### config.mk
export PLATFORM = sky130hd
export DESIGN_NAME = two_class_priority_ticket_queue_unit
export DESIGN_NICKNAME = d
export VERILOG_FILES = /design/src/tpq_pkg.sv /design/src/tpq_cell.sv /design/src/tpq_lane.sv /design/src/two_class_priority_ticket_queue_unit.sv
export SDC_FILE = /design/constraint.sdc
export NUM_CORES = 1
export LEC_CHECK = 0
export BUFFER_PORTS_ARGS = -buffer_cell sky130_fd_sc_hd__buf_4
export CAP_MARGIN = 40
export CORE_MARGIN = 4
export CORE_UTILIZATION = 50
export DETAILED_ROUTE_END_ITERATION = 12
export PLACE_DENSITY_LB_ADDON = 0.15
export REMOVE_ABC_BUFFERS = 1
export SKIP_CTS_REPAIR_TIMING = 1
export SYNTH_ARGS = -nofsm -noshare
export SYNTH_HDL_FRONTEND = slang
export SYNTH_SLANG_ARGS = --single-unit
### constraint.sdc
create_clock -name clk_i -period 6.19 [get_ports clk_i]
set_clock_uncertainty 0.1 [all_clocks]
set_input_delay 0.3095 -clock clk_i [delete_from_list [all_inputs] [get_ports clk_i]]
set_output_delay 0.3095 -clock clk_i [all_outputs]
set_load 0.02 [all_outputs]
### src/tpq_pkg.sv
package tpq_pkg;

  localparam int unsigned QueueDepth = 16;
  localparam int unsigned TicketW    = 16;
  localparam int unsigned IdW        = 16;
  localparam int unsigned FillW      = $clog2(QueueDepth + 1);
  localparam int unsigned CountW     = 5;
  localparam int unsigned TicketOutW = 16;
  localparam int unsigned ReqW       = 2;
  localparam int unsigned StatusW    = 2;

  localparam logic [ReqW-1:0] ReqEnqNormal = 2'd0;
  localparam logic [ReqW-1:0] ReqEnqPrio   = 2'd1;
  localparam logic [ReqW-1:0] ReqServe     = 2'd2;

  typedef enum logic [StatusW-1:0] {
    StatOk    = 2'd0,
    StatFull  = 2'd1,
    StatEmpty = 2'd2
  } status_e;

  typedef struct packed {
    logic [IdW-1:0]     id;
    logic [TicketW-1:0] ticket;
  } entry_t;

  typedef struct packed {
    logic shift;
    logic load;
  } cell_ctrl_t;

  typedef struct packed {
    logic           push;
    logic           pop;
    logic [IdW-1:0] id;
  } lane_ctrl_t;

  typedef struct packed {
    entry_t             head;
    logic [FillW-1:0]   fill;
    logic               full;
    logic               empty;
    logic [TicketW-1:0] next_ticket;
  } lane_stat_t;

endpackage

### src/tpq_cell.sv
module tpq_cell (
  input  logic                clk_i,
  input  tpq_pkg::cell_ctrl_t ctrl_i,
  input  tpq_pkg::entry_t     load_data_i,
  input  tpq_pkg::entry_t     next_data_i,
  output tpq_pkg::entry_t     data_o
);
  import tpq_pkg::*;

  entry_t data_q;

  // pop moves the whole row one cell toward the head
  always_ff @(posedge clk_i) begin
    if (ctrl_i.shift) begin
      data_q <= next_data_i;
    end else if (ctrl_i.load) begin
      data_q <= load_data_i;
    end
  end

  assign data_o = data_q;

endmodule

### src/tpq_lane.sv
module tpq_lane (
  input  logic                clk_i,
  input  logic                rst_ni,
  input  tpq_pkg::lane_ctrl_t ctrl_i,
  output tpq_pkg::lane_stat_t stat_o
);
  import tpq_pkg::*;

  logic [FillW-1:0]   fill_q, fill_d;
  logic [TicketW-1:0] counter_q, counter_d;
  logic [TicketW-1:0] next_ticket;
  entry_t             new_entry;
  entry_t             cell_data [QueueDepth];

  assign next_ticket     = counter_q + TicketW'(1);
  assign new_entry.id     = ctrl_i.id;
  assign new_entry.ticket = next_ticket;

  for (genvar i = 0; i < QueueDepth; i++) begin : g_cell
    cell_ctrl_t cctrl;
    entry_t     nbr;

    assign cctrl.shift = ctrl_i.pop;
    assign cctrl.load  = ctrl_i.push && (fill_q == FillW'(i));

    if (i == QueueDepth - 1) begin : g_last
      assign nbr = '0;
    end else begin : g_mid
      assign nbr = cell_data[i+1];
    end

    tpq_cell u_cell (
      .clk_i       (clk_i),
      .ctrl_i      (cctrl),
      .load_data_i (new_entry),
      .next_data_i (nbr),
      .data_o      (cell_data[i])
    );
  end

  always_comb begin
    fill_d    = fill_q;
    counter_d = counter_q;
    if (ctrl_i.push) begin
      fill_d    = fill_q + FillW'(1);
      counter_d = next_ticket;
    end else if (ctrl_i.pop) begin
      fill_d    = fill_q - FillW'(1);
    end
  end

  always_ff @(posedge clk_i or negedge rst_ni) begin
    if (!rst_ni) begin
      fill_q    <= '0;
      counter_q <= '0;
    end else begin
      fill_q    <= fill_d;
      counter_q <= counter_d;
    end
  end

  assign stat_o.head        = cell_data[0];
  assign stat_o.fill        = fill_q;
  assign stat_o.full        = (fill_q == FillW'(QueueDepth));
  assign stat_o.empty       = (fill_q == '0);
  assign stat_o.next_ticket = next_ticket;

endmodule

### src/two_class_priority_ticket_queue_unit.sv
// an accepted word's result is registered into the output register and shows at the output in the next cycle
// throughput: one word per cycle while in_ready_o is high; each class is a row of shift cells, head at cell zero
// a result waiting in the output register does not block input while out_ready_i is high
// reset: fills and ticket counters clear, output valid drops; stored entries are not cleared
module two_class_priority_ticket_queue_unit (
  input  logic                         clk_i,
  input  logic                         rst_ni,
  input  logic                         in_valid_i,
  output logic                         in_ready_o,
  input  logic [tpq_pkg::ReqW-1:0]     req_type_i,
  input  logic [tpq_pkg::IdW-1:0]      client_id_i,
  output logic                         out_valid_o,
  input  logic                         out_ready_i,
  output logic [tpq_pkg::StatusW-1:0]  status_o,
  output logic [tpq_pkg::TicketOutW-1:0] ticket_o,
  output logic [tpq_pkg::IdW-1:0]      served_id_o,
  output logic                         from_priority_o,
  output logic [tpq_pkg::CountW-1:0]   normal_count_o,
  output logic [tpq_pkg::CountW-1:0]   priority_count_o
);
  import tpq_pkg::*;

  lane_ctrl_t n_ctrl, p_ctrl;
  lane_stat_t n_stat, p_stat;

  logic                  accept;
  logic                  out_valid_q, out_valid_d;
  status_e               status_q, status_d;
  logic [TicketW-1:0]    ticket_q, ticket_d;
  logic [IdW-1:0]        sid_q, sid_d;
  logic                  prio_q, prio_d;
  logic [FillW-1:0]      ncnt_q, ncnt_d, pcnt_q, pcnt_d;

  assign in_ready_o = !out_valid_q || out_ready_i;
  assign accept     = in_valid_i && in_ready_o;

  tpq_lane u_normal (
    .clk_i  (clk_i),
    .rst_ni (rst_ni),
    .ctrl_i (n_ctrl),
    .stat_o (n_stat)
  );

  tpq_lane u_prio (
    .clk_i  (clk_i),
    .rst_ni (rst_ni),
    .ctrl_i (p_ctrl),
    .stat_o (p_stat)
  );

  always_comb begin
    n_ctrl      = '{push: 1'b0, pop: 1'b0, id: client_id_i};
    p_ctrl      = '{push: 1'b0, pop: 1'b0, id: client_id_i};
    status_d    = StatOk;
    ticket_d    = '0;
    sid_d       = '0;
    prio_d      = 1'b0;
    ncnt_d      = n_stat.fill;
    pcnt_d      = p_stat.fill;
    case (req_type_i)
      ReqEnqNormal: begin
        if (n_stat.full) begin
          status_d = StatFull;
        end else begin
          n_ctrl.push = accept;
          ticket_d    = n_stat.next_ticket;
          ncnt_d      = n_stat.fill + FillW'(1);
        end
      end
      ReqEnqPrio: begin
        prio_d = 1'b1;
        if (p_stat.full) begin
          status_d = StatFull;
        end else begin
          p_ctrl.push = accept;
          ticket_d    = p_stat.next_ticket;
          pcnt_d      = p_stat.fill + FillW'(1);
        end
      end
      default: begin
        // serve: priority class first
        if (!p_stat.empty) begin
          p_ctrl.pop = accept;
          ticket_d   = p_stat.head.ticket;
          sid_d      = p_stat.head.id;
          prio_d     = 1'b1;
          pcnt_d     = p_stat.fill - FillW'(1);
        end else if (!n_stat.empty) begin
          n_ctrl.pop = accept;
          ticket_d   = n_stat.head.ticket;
          sid_d      = n_stat.head.id;
          ncnt_d     = n_stat.fill - FillW'(1);
        end else begin
          status_d = StatEmpty;
        end
      end
    endcase
  end

  assign out_valid_d = accept || (out_valid_q && !out_ready_i);

  always_ff @(posedge clk_i or negedge rst_ni) begin
    if (!rst_ni) begin
      out_valid_q <= 1'b0;
    end else begin
      out_valid_q <= out_valid_d;
    end
  end

  always_ff @(posedge clk_i) begin
    if (accept) begin
      status_q <= status_d;
      ticket_q <= ticket_d;
      sid_q    <= sid_d;
      prio_q   <= prio_d;
      ncnt_q   <= ncnt_d;
      pcnt_q   <= pcnt_d;
    end
  end

  assign out_valid_o      = out_valid_q;
  assign status_o         = status_q;
  assign ticket_o         = TicketOutW'(ticket_q);
  assign served_id_o      = sid_q;
  assign from_priority_o  = prio_q;
  assign normal_count_o   = CountW'(ncnt_q);
  assign priority_count_o = CountW'(pcnt_q);

  a_accept_gives_word: assert property (@(posedge clk_i) disable iff (!rst_ni)
    accept |=> out_valid_o)
    else $error("accepted word produced no result");

  a_empty_means_empty: assert property (@(posedge clk_i) disable iff (!rst_ni)
    (out_valid_o && status_o == StatEmpty) |->
      (normal_count_o == '0 && priority_count_o == '0 && served_id_o == '0))
    else $error("empty status with waiting entries");

  a_full_no_ticket: assert property (@(posedge clk_i) disable iff (!rst_ni)
    (out_valid_o && status_o == StatFull) |-> (ticket_o == '0 && served_id_o == '0))
    else $error("refused enqueue carries a ticket");

  a_fill_bound: assert property (@(posedge clk_i) disable iff (!rst_ni)
    (n_stat.fill <= FillW'(QueueDepth)) && (p_stat.fill <= FillW'(QueueDepth)))
    else $error("fill count beyond queue depth");

  a_one_lane_moves: assert property (@(posedge clk_i) disable iff (!rst_ni)
    $countones({n_ctrl.push, n_ctrl.pop, p_ctrl.push, p_ctrl.pop}) <= 1)
    else $error("more than one lane changed in one word");

endmodule
### Yosys cells after proc, flatten, opt, wreduce, memory -nomap -nowiden

Cells that the tools add are included.

| storage, ports and cells | value |
|---|---|
| register bits after elaboration | 1112 |
| bits of input ports | 22 |
| output and inout bits | 47 |
| logic and storage cells | 282 |

| cells by class | value |
|---|---|
| add/subtract/negate cells | 6 |
| equality and inequality tests | 33 |
| multiplexer cells | 94 |
| reductions and logical operators | 74 |

Operator list:

| cell | count |
|---|---|
| $mux 32 | 60 |
| $mux 16 | 6 |
| $eq 5x4->1 const B | 16 |
| $reduce_bool 2->1 | 32 |
| $mux 5 | 9 |
| $eq 5x3->1 const B | 8 |
| $logic_and 1x1->1 | 34 |
| $add 16x1->16 const B | 2 |
| $pmux 16 s2 | 1 |
| $eq 5x2->1 const B | 4 |
| $pmux 5 s2 | 2 |
| $mux 1 | 12 |
| $add 5x1->5 const B | 2 |
| $eq 5x1->1 const B | 2 |
| $eq 5x5->1 const B | 2 |
| $logic_not 5->1 | 2 |
| $sub 5x1->5 const B | 2 |
| $mux 2 | 2 |
| $pmux 2 s2 | 1 |
| $eq 2x1->1 const B | 1 |
| $logic_not 1->1 | 2 |
| $logic_not 2->1 | 1 |
| $logic_or 1x1->1 | 2 |
| $pmux 1 s2 | 1 |
| $reduce_or 2->1 | 1 |

### Depth between registers and ports, before layout

| depth | value |
|---|---|
| word-level depth | 8 |
| gate-level depth with buffers | 12 |
| depth with buffers taken out | 8 |

### By module

A second synthesis with hierarchy kept.

| unflattened totals | value |
|---|---|
| cell total of the unflattened synthesis | 2707 |
| area, all modules | 53473.8 um^2 |

Modules (own cells, without submodules):

| module | instances | cells each | area each (um^2) | seq. area each (um^2) |
|---|---|---|---|---|
| tpq_cell | 32 | 69 | 1507.7 | 960.9 |
| two_class_priority_ticket_queue_unit | 1 | 185 | 2364.8 | 1376.3 |
| tpq_lane (u_normal) | 1 | 161 | 1433.9 | 525.5 |
| tpq_lane (u_prio) | 1 | 153 | 1428.9 | 525.5 |

### Least setup slack after synthesis

No wires, ideal clock.

| path | value |
|---|---|
| path type | register to register |
| from | register out_valid_q (netlist: out_valid_o) |
| to | register u_normal.g_cell[4].u_cell.data_q, in the netlist u_normal.g_cell[4].u_cell.data_o[0] (enable) |
| setup time | 0.511 ns |
| arrival | 4.718 ns |
| required time | 5.579 ns |
| setup slack | 0.862 ns |
| cell stages (with the launch flop) | 6 |
| buffers on the path | 2 |
| clock period less this slack | 5.328 ns |
| cells stage by stage | dfrtp_1 nand2b_1 clkbuf_1 nand4_1 clkbuf_1 o41ai_1 |

| on the way | value |
|---|---|
| cells in the longest elaborated chain, start to end | 7 |
| elaborated cells between the ends (all ways) | 10 |
| classes of those cells | mux: 5; reduce/logical: 5 |

RTL lines:

| item | RTL line | text |
|---|---|---|
| start: declaration | two_class_priority_ticket_queue_unit.sv:27 | `logic out_valid_q, out_valid_d;` |
| start signal: assignment | two_class_priority_ticket_queue_unit.sv:106 | `out_valid_q <= out_valid_d;` |
| $logic_not 1->1 (*) | two_class_priority_ticket_queue_unit.sv:34 | `assign in_ready_o = !out_valid_q \|\| out_ready_i;` |
| $logic_or 1x1->1 (*) | two_class_priority_ticket_queue_unit.sv:34 |  |
| net in_ready_o | two_class_priority_ticket_queue_unit.sv:9 | `output logic in_ready_o,` |
| $logic_and 1x1->1 (*) | two_class_priority_ticket_queue_unit.sv:35 | `assign accept = in_valid_i && in_ready_o;` |
| $mux 1, on equally long branches | two_class_priority_ticket_queue_unit.sv:88, two_class_priority_ticket_queue_unit.sv:62 |  |
| $mux 1, on equally long branches | two_class_priority_ticket_queue_unit.sv:82, two_class_priority_ticket_queue_unit.sv:60 |  |
| $mux 1 / $logic_and 1x1->1 (equally long branches) | two_class_priority_ticket_queue_unit.sv:60, tpq_lane.sv:24 |  |
| $reduce_bool 2->1 (no line) (*) | n/a |  |
| end signal: assignment | tpq_cell.sv:15 | `data_q <= next_data_i;` |
| end signal: assignment | tpq_cell.sv:17 | `data_q <= load_data_i;` |
| end: declaration | tpq_cell.sv:10 | `entry_t data_q;` |

The timed path passes the listed nets; every way through them passes the cells marked *.
A chain may end at the register's enable or synchronous reset.

### Worst setup path in the final report

| path | value |
|---|---|
| from | register u_prio.fill_q[0] |
| to | register u_normal.g_cell[14].u_cell.data_q, in the netlist u_normal.g_cell[14].u_cell.data_o[20] (data pin) |

| on the way | value |
|---|---|
| cells in the longest elaborated chain, start to end | 4 |

RTL lines:

| item | RTL line | text |
|---|---|---|
| start: declaration | tpq_lane.sv:9 | `logic [FillW-1:0] fill_q, fill_d;` |
| start signal: assignment | tpq_lane.sv:57 | `fill_q <= fill_d;` |
| $logic_not 5->1 | tpq_lane.sv:65 | `assign stat_o.empty = (fill_q == '0);` |
| $mux 1 | two_class_priority_ticket_queue_unit.sv:82 | `if (!p_stat.empty) begin` |
| $mux 1 | two_class_priority_ticket_queue_unit.sv:60 | `case (req_type_i)` |
| $mux 32 | tpq_cell.sv:14 | `if (ctrl_i.shift) begin` |
| end signal: assignment | tpq_cell.sv:15 |  |
| end signal: assignment | tpq_cell.sv:17 |  |
| end: declaration | tpq_cell.sv:10 |  |

No other way between the ends.

==> out/metrics.csv <==
stage;metric;value;unit
power;Pint;13700;uW
cts;clock buffer depth;3;
cells_and_area;share of cells above drive strength 1;12.3;%
yosys;asr flop ratio synth;3.87;%
cts;Num CTS Buffers;111;
yosys;Synth top area share;67.3;%
cts;CTS root buf;clkbuf_16;
cells_and_area;Fill cells;6927;
critical_path;RR Endpoint;u_normal.g_cell[14].u_cell.data_o[20];
timing;Fin Setup TNS;0;ps
routing;via count;24800;
power;Sw Share;23.8;%
cts;Clock H-tree levels;3;
timing;Hold Violations, Final;0;
power;P per Cell Area;355;nW/um2
cells_and_area;Syn-to-layout area delta;12.9;%
critical_path;Reg2Reg Setup Slack;1810;ps
critical_path;R2R depth;8;
critical_path;Setup CP Type;reg2reg;
timing;FMAX;228;MHz
yosys;Syn Inst Count;2959;
cts;clk sink count;1112;
timing;final setup fails;0;
yosys;Synth Register Bits;1112;
cts;Worst-Skew Late Latency;670;ps
cells_and_area;Layout Nets;2994;
routing;final WL;103000;um
cells_and_area;most common library cell in the layout ignoring fill and taps;edfxtp_1;
timing;post-route clock period utilization;70.8;%
yosys;Synth area leader;edfxtp_1;
placement;hpwl dp;62800;um
routing;drt drc;0;
placement;GP Congestion;0.846;
global_route;initial antenna violation count;5;
yosys;Area contributors post-synth;edfxtp_1 67%, a21o_1 10%, o21a_1 5.8%;
routing;vias per cell;5.87;
floorplan;Die Area;94500;um2
power;total power;18000;uW
critical_path;Worst Path Arrival;4710;ps
timing;Final Slew Violations;0;
cells_and_area;footprint of the multi-input gates;11200;um2
hold_path;Hold Crit Class;in2reg;
routing;number of DRC markers in iteration 0;2119;
global_route;vias in the first global route;24500;
global_route;gr usage total;21.6;%
power;worst vdd ir;0.000216;V
yosys;sequential-to-total area share from yosys stat;72.6;%
yosys;EDFF count, synth;1005;
yosys;Distinct cells, synth;59;
cells_and_area;most frequent cells in the layout;1005 x edfxtp_1, 614 x a21o_1, 345 x o21a_1;
timing;fin crit period;4380;ps
floorplan;total core area;88600;um2
critical_path;Worst setup EP type;flip-flop;
floorplan;IO Pins;69;
critical_path;source of the critical timing path;u_prio.fill_q[0];
floorplan;die height;307;um
global_route;largest net degree at the start of global routing;186;
placement;dpl cell area;46500;um2
routing;DR pass1 iterations;5;
global_route;gr ovfl total;0;
timing;slew margin rel.;30.1;%
routing;ANT nets after route;0;
placement;IO buf count;68;
cts;CTS tree;done;
power;NetSw;4270;uW
cells_and_area;post-layout util;57.1;%
critical_path;Worst setup SP type;flip-flop;
power;sequential power share;49.7;%
power;Gate power share;10.8;%
routing;wire per inst;24.4;um
status;status;complete, no violations;
timing;Worst-Margin Slew;1050;ps
floorplan;Rows;109;
timing;WHS;77.1;ps
floorplan;Starting Density;50.6;%
yosys;Avg Synthesized Cell Area;15.2;um2
cts;Clock Pin Slew Worst Setup and Hold Paths;60;ps
yosys;cell area after synthesis;44800;um2
global_route;first-pass GRT wire length;155000;um
cells_and_area;register area;32500;um2
floorplan;die width;307;um
critical_path;worst-path maximum fanout;108;
power;leak pwr;0.0203;uW
critical_path;Critical Path End;u_normal.g_cell[14].u_cell.data_o[20];
yosys;Post-synth top flop;edfxtp_1;
cells_and_area;final instance area;50600;um2
power;share of total power in the clock network;39.5;%
yosys;Ys Warns;0;
timing;RSZ-0062 raised after global routing;no;
critical_path;RR Startpoint;u_prio.fill_q[0];
flow_run;Max Cap Violations;0;
critical_path;Critical Path RT;6520;ps
[worst min-delay path by stage]
stage | depth (start not counted) | end | start
after floorplan | 0 | out_valid_o | rst_ni
after global placement | 1 | u_normal.counter_q[8] | rst_ni
after detailed placement | 1 | u_normal.counter_q[8] | rst_ni
after CTS | 1 | u_prio.fill_q[1] | rst_ni
after global routing | 2 | status_o[0] | req_type_i[1]
final | 2 | status_o[0] | req_type_i[1]
[synthesized netlist by cell type, types with 42 or more instances]
master,number
edfxtp_1,1005
a21o_1,614
o21a_1,346
buf_2,148
nand2_1,142
clkbuf_1,67
a21oi_1,65
dfxtp_1,64
nor2_1,49
o21ai_0,49
dfrtp_1,43
xnor2_1,42
[worst max-delay path: stages, from the launching register on]
cell and delay (ps):
dfrtp_1 480, inv_1 200, ha_1 270, nor3b_2 410, and4_4 730, nand2_8 630, buf_4 570, and2_1 430
a21o_1 240
[layer usage]
layer	vias to the layer above	share of wire, %	global-route usage (%)
li1	11200	-	-
met5	-	0.013	0
met3	139	6.2	4.17
met4	2	2.0	5.62
met2	711	47	34.0
met1	12800	45	31.2
[state kept, by name (all words and copies together), names as in the netlist]
register and cells:
from_priority_o 1, normal_count_o 5, out_valid_o 1, priority_count_o 5, served_id_o 16, status_o 2
ticket_o 16, u_normal.counter_q 16, u_normal.fill_q 5, u_normal.g_cell.u_cell.data_o 512, u_prio.counter_q 16, u_prio.fill_q 5
u_prio.g_cell.u_cell.data_o 512
[power groups by stage]
stage                     Clock (uW)  Sequential, uW  Combinational [uW]
final                           7090            8930                1940
after global placement             0            9070                1850
after CTS                       7210            8930                1940
after floorplan                    0            9050                1250
after global routing            7540            8960                2130
after detailed placement           0            9080                1920
[kinds of logic after synthesis]
logic type	synth area share, %
AOI/OAI and AO/OA	18.9
DFF	72.6
and+or+nand+nor	3.55
buffers and inverters	3.27
xor gates and xnor gates	1.25
adders and majority gates	0.391
muxes	0.0223
[final cells by class]
class / instances / share of cell area [%]
flip-flops and latches: 1112 / 64.3
multi-input cells: 1566 / 22.1
clock buffers: 155 / 6.19
repair buffers: 150 / 2.92
well taps: 1165 / 2.88
clock inverters: 57 / 1.48
inverters: 17 / 0.126
diodes: 3 / 0.0148
[per-stage QoR]
step | setup slack (ps) | instances
after floorplan | -3180 | 2695
after global placement | 1960 | 3971
after detailed placement | 1840 | 3991
after CTS | 1840 | 4203
after global routing | 1530 | 4222
final | 1810 | 4225
No activity file was read; power rests on OpenSTA's default activity.
